**config.mk**
```make
export PLATFORM = sky130hd
export DESIGN_NAME = sdfpd_regs
export DESIGN_NICKNAME = d
export VERILOG_FILES = /design/src/hdl/sdfpd_pkg.sv /design/src/hdl/sdfpd_regs.sv
export SDC_FILE = /design/constraint.sdc
export NUM_CORES = 1
export LEC_CHECK = 0
export ABC_CLOCK_PERIOD_IN_PS = 3320
export BUFFER_PORTS_ARGS = -buffer_cell sky130_fd_sc_hd__buf_2
export CAP_MARGIN = 5
export CORE_AREA = 4 4 147 149
export DETAILED_ROUTE_END_ITERATION = 10
export DIE_AREA = 0 0 151 153
export PLACE_DENSITY = 0.78
export SETUP_SLACK_MARGIN = 0.4
export SYNTH_ARGS = -nofsm -noshare
export SYNTH_HDL_FRONTEND = slang
export SYNTH_SLANG_ARGS = --single-unit
```
**constraint.sdc**
```tcl
create_clock -name clk -period 3.32 [get_ports clk]
set_clock_uncertainty 0.2 [all_clocks]
set_input_delay 0.664 -clock clk [delete_from_list [all_inputs] [get_ports clk]]
set_output_delay 0.664 -clock clk [all_outputs]
set_load 0.01 [all_outputs]
```
**src/hdl/sdfpd_pkg.sv**
```systemverilog
package sdfpd_pkg;

	// value widths: differences, squares, sums and roots
	localparam int VW    = 37;
	localparam int MW    = 34;
	localparam int SW    = 2 * MW;
	localparam int RW    = MW;
	localparam int NCELL = RW;
	localparam int AW    = 5;

	typedef logic signed [VW-1:0] val_t;

	// shape codes
	localparam logic [2:0] SHAPE_SPHERE = 3'd0;
	localparam logic [2:0] SHAPE_BOX    = 3'd1;
	localparam logic [2:0] SHAPE_RBOX   = 3'd2;
	localparam logic [2:0] SHAPE_TORUS  = 3'd3;
	localparam logic [2:0] SHAPE_CYL    = 3'd4;

	// register indexes
	localparam logic [2:0] REG_SHAPE  = 3'd0;
	localparam logic [2:0] REG_CX     = 3'd1;
	localparam logic [2:0] REG_CY     = 3'd2;
	localparam logic [2:0] REG_CZ     = 3'd3;
	localparam logic [2:0] REG_SX     = 3'd4;
	localparam logic [2:0] REG_SY     = 3'd5;
	localparam logic [2:0] REG_SZ     = 3'd6;
	localparam logic [2:0] REG_RADIUS = 3'd7;

	localparam val_t DIST_MAX = 37'sd2147483647;
	localparam val_t DIST_MIN = -37'sd2147483648;

	typedef struct packed {
		logic [2:0]         shape;
		logic signed [31:0] cx;
		logic signed [31:0] cy;
		logic signed [31:0] cz;
		logic [30:0]        sx;
		logic [30:0]        sy;
		logic [30:0]        sz;
		logic [30:0]        rad;
	} cfg_t;

	// values that travel beside a norm
	typedef struct packed {
		logic [2:0] shape;
		val_t       dy;
		val_t       qy;
		val_t       bias;
		val_t       r1;
	} side_t;

	function automatic val_t vmax(input val_t a, input val_t b);
		return (a > b) ? a : b;
	endfunction

	function automatic val_t vmin(input val_t a, input val_t b);
		return (a < b) ? a : b;
	endfunction

	function automatic val_t vabs(input val_t a);
		return (a < 0) ? -a : a;
	endfunction

endpackage

```
**src/hdl/sdfpd_regs.sv**
```systemverilog
module sdfpd_regs import sdfpd_pkg::*; (
	input  logic          clk,
	input  logic          arst_n,
	input  logic          psel,
	input  logic          penable,
	input  logic          pwrite,
	input  logic [AW-1:0] paddr,
	input  logic [31:0]   pwdata,
	output logic [31:0]   prdata,
	output logic          pready,
	output cfg_t          cfg
);
	logic [2:0] idx;
	logic       wr;

	assign idx    = paddr[AW-1:2];
	assign wr     = psel && penable && pwrite;
	assign pready = 1'b1;

	// write registers
	always_ff @(posedge clk or negedge arst_n) begin
		if (!arst_n) begin
			cfg <= '0;
		end else if (wr) begin
			unique case (idx)
				REG_SHAPE:  cfg.shape <= pwdata[2:0];
				REG_CX:     cfg.cx    <= pwdata;
				REG_CY:     cfg.cy    <= pwdata;
				REG_CZ:     cfg.cz    <= pwdata;
				REG_SX:     cfg.sx    <= pwdata[30:0];
				REG_SY:     cfg.sy    <= pwdata[30:0];
				REG_SZ:     cfg.sz    <= pwdata[30:0];
				REG_RADIUS: cfg.rad   <= pwdata[30:0];
				default:    ;
			endcase
		end
	end

	// read back
	always_comb begin
		unique case (idx)
			REG_SHAPE:  prdata = {29'd0, cfg.shape};
			REG_CX:     prdata = cfg.cx;
			REG_CY:     prdata = cfg.cy;
			REG_CZ:     prdata = cfg.cz;
			REG_SX:     prdata = {1'b0, cfg.sx};
			REG_SY:     prdata = {1'b0, cfg.sy};
			REG_SZ:     prdata = {1'b0, cfg.sz};
			REG_RADIUS: prdata = {1'b0, cfg.rad};
			default:    prdata = '0;
		endcase
	end
endmodule

```
==> impl_metrics.yaml, run 1 <==
outcome:
  status: "complete, no violations"
sta:
  maxSlewHeadroom: 0.502
  drv_slew: 0
  setup_viol: 0
  max_slew.worst_pin.slew_ns: 0.748
  rsz0062_at_grt: "no"
  hold_violations: 0
  finalCritPeriodShare: 0.858
  setup_ws_ns: 0.472
  finalSetupTns_ns: 0
  fmax_mhz: 351
  period_needed_ns: 2.85
route:
  wl_um: 31100
  wl_per_cell_um: 24.0
  postRouteAntennaNets: 0
  vias: 7563
  drc_errors: 0
  firstDrtPassIters: 5
  avgViaCountPerCell: 5.83
  drtIter0Drc: 372
cts:
  post_cts_buffers: 0
  insertion_delay_ns: 0.51
  clockBufferDepth: 3
  clkTransAtPathRegs_ns: 0.06
  cts_made_buffers: 23
  ctsHtreeMaxLevel: 1
  root_buffer: "clkbuf_16"
  clock_sinks: 223
  cts_tree: "built"
grt:
  grt_pass1_wl_um: 47300
  grt_pass1_vias: 7857
  grt_max_degree: 76
  antenna_found_initial: 1
  track_usage: 0.262
  gr-total-overflow: 0
synth:
  synth_top_family_by_area: "multiplexers"
  yosys_warnings: 0
  synth_xor_xnor_area_share: 0
  synth_area_mm2: 0.0102
  syn_avg_cell_area_um2: 14.5
  syn_nets: 742
  muxShareOfSynthArea: 0.340
  synth_cells: 700
  synth_top_area_share: 0.549
  ys_types: 28
  synth_compound_area_frac: 0.0563
  synth_fa_ha_area_frac: 0
  synth-simple-area-share: 0.0282
  synth-seq-area-share: 0.549
  ys_ff_latch: 223
  netlist_top_cells_area: "dfrtp_1 55%, mux2_2 26%, mux2_4 4.4%"
  synth_area_leader_cell: "dfrtp_1"
layout:
  most-common-layout-cells: "291 x buf_2, 238 x mux2_2, 223 x dfrtp_1, 34 x a221oi_1, 31 x nand2_1"
  drive_above_1_share: 0.648
  largest_reg_flops: 223
  regMostFlops: "cfg"
  area_delta_synth_final_pct: 28.9
  final_nets: 1052
  final_common_cell: "buf_2"
  reg_top3: "cfg (223)"
worst_setup_path:
  cp_max_fo: 13
  path_class: "primary input to output port"
  end_kind: "output port"
  cp.arrival_ns: 1.98
  start_kind: "primary input"
  cp_data_required_time_ns: 2.46
pwr:
  pwr_density_cell_mw_per_mm2: 657
  peakVddDrop_uv: 503
  power.leakage_nw: 6.59
placement:
  post-place-ws_ns: 0.328
  dpl.hpwl_um: 20900
  numPortBuffers: 294
  gp_congestion: 0.795
die:
  die_x_um: 151
  core_mm2: 0.0202
  initial_core_util: 0.504
  die_area_mm2: 0.0231
  row_count: 52
  io_pins: 298
  die_h_um: 153
flow_run:
  cap_violations: 0
min_path:
  hold_path.class: "primary input to register"
==> worst max-delay path, stage by stage <==
cell      delay (ns)
buf_6           0.17
buf_8           0.21
mux2_2          0.36
a221oi_2        0.28
o21ai_0         0.12
buf_2           0.16
==> per-stage QoR <==
stage	cells	hold slack (ns)	power (mW)	utilization	instance area [um^2]
floorplan	700	0.168	4.77	-	10200
global placement	1252	0.288	5.75	0.604	12200
detailed placement	1252	0.304	5.82	0.604	12200
CTS	1294	0.192	8.65	0.646	13000
global route	1297	0.195	9.01	0.650	13100
finish	1297	0.198	8.61	0.650	13100
==> report_power, final <==
part	total [mW]	switching (mW)	internal [mW]	leakage [nW]
clock network	2.81	1.07	1.75	0.407
registers	3.68	0.427	3.25	2.85
logic	2.12	1.02	1.10	3.34
==> cell type report <==
type / count / area [um^2]
fill: 1527 / 7060
multi-input combinational: 424 / 4400
antenna: 1 / 2.50
tap: 270 / 338
clock buffer: 31 / 646
timing repair buffer: 335 / 1960
sequential: 223 / 5580
inverter: 3 / 11.3
clock inverter: 10 / 175
==> timing repair <==
action | CTS | global route
gates cloned | 0 | 2
pin swaps | 0 | 0
hold buffers | 1 | 0
gates resized for setup | 4 | 9
endpoints found under the hold margin | 71 | 0
setup endpoints to repair | 21 | 13
==> worst paths after layout <==
path / startpoint / end / slack, ns / cells after the start
setup / recovery: paddr[2] / prdata[6] / 0.47 / 6
hold / removal: pwdata[31] / cfg[219] / 0.20 / 2
setup reg to reg: cfg[138] / cfg[138] / 2.28 / 1
hold reg to reg: cfg[139] / cfg[139] / 0.32 / 1
max in group asynchronous: arst_n / cfg[46] / 1.63 / 3
min in group asynchronous: arst_n / cfg[219] / 0.54 / 2
==> layer usage <==
metal  part of all wire  up-vias  track usage
li1                   -     3239            -
met5                  0        -            0
met4              0.023        0       0.0617
met1               0.40     3949        0.344
met2               0.49      324        0.433
met3              0.091       51       0.0752
==> synthesized netlist by cell type, drive strengths merged <==
| library cell | instances |
|---|---|
| a221oi | 37 |
| a22oi | 14 |
| buf | 37 |
| clkbuf | 13 |
| conb | 1 |
| dfrtp | 223 |
| inv | 3 |
| mux2 | 272 |
| mux2i | 1 |
| mux4 | 12 |
| nand2 | 31 |
| nand2b | 2 |
| nand3 | 1 |
| nand4 | 1 |
| nand4b | 1 |
| nor2 | 19 |
| nor2b | 6 |
| nor3b | 1 |
| o211a | 1 |
| o21ai | 15 |
| o221ai | 6 |
| o22ai | 1 |
| or3 | 2 |
==> cell families after synthesis <==
group,after synthesis
mux,285
compound gates,74
simple gates,64
other cells,1
flops,223
buf+inv,53
No activity file was read; power rests on OpenSTA's default activity.
==> inputs of run 2 (changes only) <==
Settings changed: ABC_CLOCK_PERIOD_IN_PS 3320 to 3390.
Clock period 3.32 ns to 3.39 ns, I/O delays scaled along.
==> impl_metrics.yaml, run 2 (synthesis results as in run 1) <==
layout:
  most-common-layout-cells: "291 x buf_2, 238 x mux2_2, 223 x dfrtp_1, 36 x a221oi_1"
  fillCellCount: 1557
  drive_above_1_share: 0.649
  largest_reg_flops: 223
  multi_input_area_mm2: 0.00438
  area.sequential_mm2: 0.00558
  diodes: 0
  reg_top3: "cfg (223)"
  final_nets: 1050
  utilization: 0.645
  final_common_cell: "buf_2"
  area_delta_synth_final_pct: 27.9
  regMostFlops: "cfg"
  stdcell_count: 1296
pwr:
  p_seq_frac: 0.432
  clkPwrFrac: 0.322
  pwr_density_cell_mw_per_mm2: 642
  switching_share: 0.295
  p_switching_mw: 2.46
  intPower_mw: 5.88
  power_frac_comb: 0.246
  peakVddDrop_uv: 514
  power.total_mw: 8.34
  power.leakage_nw: 6.55
sta:
  period_needed_ns: 2.93
  fmax_mhz: 341
  rsz0062_at_grt: "no"
  whs_ns: 0.221
  max_slew.worst_pin.slew_ns: 0.617
  drv_slew: 0
  finalSetupTns_ns: 0
  setup_viol: 0
  maxSlewHeadroom: 0.589
  finalCritPeriodShare: 0.865
  hold_violations: 0
cts:
  cts_tree: "built"
  ctsHtreeMaxLevel: 1
  root_buffer: "clkbuf_16"
  clockBufferDepth: 3
  insertion_delay_ns: 0.50
  cts_made_buffers: 24
  clkTransAtPathRegs_ns: 0.06
  post_cts_buffers: 0
  clock_sinks: 223
placement:
  dpl.hpwl_um: 20800
  dp.cells: 1251
  numPortBuffers: 294
  gp_congestion: 0.797
route:
  firstDrtPassIters: 6
  postRouteAntennaNets: 0
  wl_um: 30500
  wl_per_cell_um: 23.6
  avgViaCountPerCell: 5.76
  vias: 7463
  drc_errors: 0
  drtIter0Drc: 336
grt:
  grt_pass1_vias: 7760
  gr-total-overflow: 0
  track_usage: 0.261
  grt_pass1_wl_um: 47000
  antenna_found_initial: 0
  grt_max_degree: 81
die:
  core_mm2: 0.0202
  die_area_mm2: 0.0231
  io_pins: 298
  die_x_um: 151
  die_h_um: 153
  initial_core_util: 0.504
  row_count: 52
worst_setup_path:
  start_kind: "primary input"
  cpMaxStageDelayCell: "mux2_2"
  end_kind: "output port"
  cp_slowest_stage_delay_ns: 0.36
  cp_data_required_time_ns: 2.51
  crit_chain: "buf_6, buf_12, mux2_2, a221oi_1, o21ai_0, buf_2"
  cp_max_fo: 21
  path_class: "primary input to output port"
  cp.arrival_ns: 2.05
min_path:
  hold_path.class: "primary input to register"
outcome:
  status: "complete, no violations"
flow_run:
  cap_violations: 0
[run 2: cell count changes in the layout (fill, tap and decap cells not counted), moves of 2 or more]
| cell | before | now |
|---|---|---|
| a221oi_1 | 34 | 36 |
| a221oi_2 | 3 | 1 |
| buf_12 | 9 | 6 |
| buf_4 | 27 | 31 |
| bufinv_16 | 5 | 1 |
| clkbuf_1 | 4 | 1 |
| clkbuf_8 | 4 | 10 |
| clkinvlp_4 | 0 | 2 |
[run 2: worst paths after layout]
kind	startpoint	endpoint	slack, ns	cells past startpoint
min in group asynchronous	arst_n	cfg[155]	0.54	2
hold reg to reg	cfg[60]	cfg[60]	0.32	1
setup / recovery	paddr[2]	prdata[7]	0.46	6
max in group asynchronous	arst_n	cfg[184]	1.54	3
hold / removal	pwdata[31]	cfg[219]	0.22	2
setup reg to reg	cfg[64]	cfg[64]	2.37	1
[run 2: per-layer routing]
metal | up-vias | GRT usage | routed length [um]
li1 | 3230 | - | -
met1 | 3860 | 0.343 | 12400
met2 | 318 | 0.427 | 14700
met3 | 55 | 0.0708 | 2710
met4 | 0 | 0.0721 | 729
met5 | - | 0 | 0
[run 2: cell type report]
type | count | share of cell area
Inverter | 3 | 0.000866
Multi-Input combinational cell | 424 | 0.337
Sequential cell | 223 | 0.429
Clock buffer | 36 | 0.0590
Tap cell | 270 | 0.0260
Clock inverter | 8 | 0.00539
Timing Repair Buffer | 332 | 0.143
[run 2: what timing repair did]
item / 4_1_cts / 5_1_grt
cloned: 0 / 0
hold endpoints to repair: 76 / 0
setup endpoints to repair: 8 / 1
hold buffers: 1 / 0
resized for setup: 3 / 1
[run 2: worst max-delay path, delay by kind of cell]
family                 cells  cell delay [ns]
AOI/OAI and AO/OA          2             0.42
buffers and inverters      3             0.57
muxes                      1             0.36
[run 2: metrics by stage]
step	cell area, um^2	setup WS [ns]
global route	13000	0.401
detailed placement	12100	0.334
CTS	13000	0.441
global placement	12100	0.341
finish	13000	0.457
floorplan	10200	0.647
[run 2: power groups by stage]
stage	clock (mW)	combinational, mW	sequential [mW]
after CTS	2.73	2.07	3.60
after global routing	2.86	2.22	3.67
after floorplan	0	0.867	3.81
after detailed placement	0	2.06	3.64
after global placement	0	2.02	3.61
final	2.69	2.05	3.61
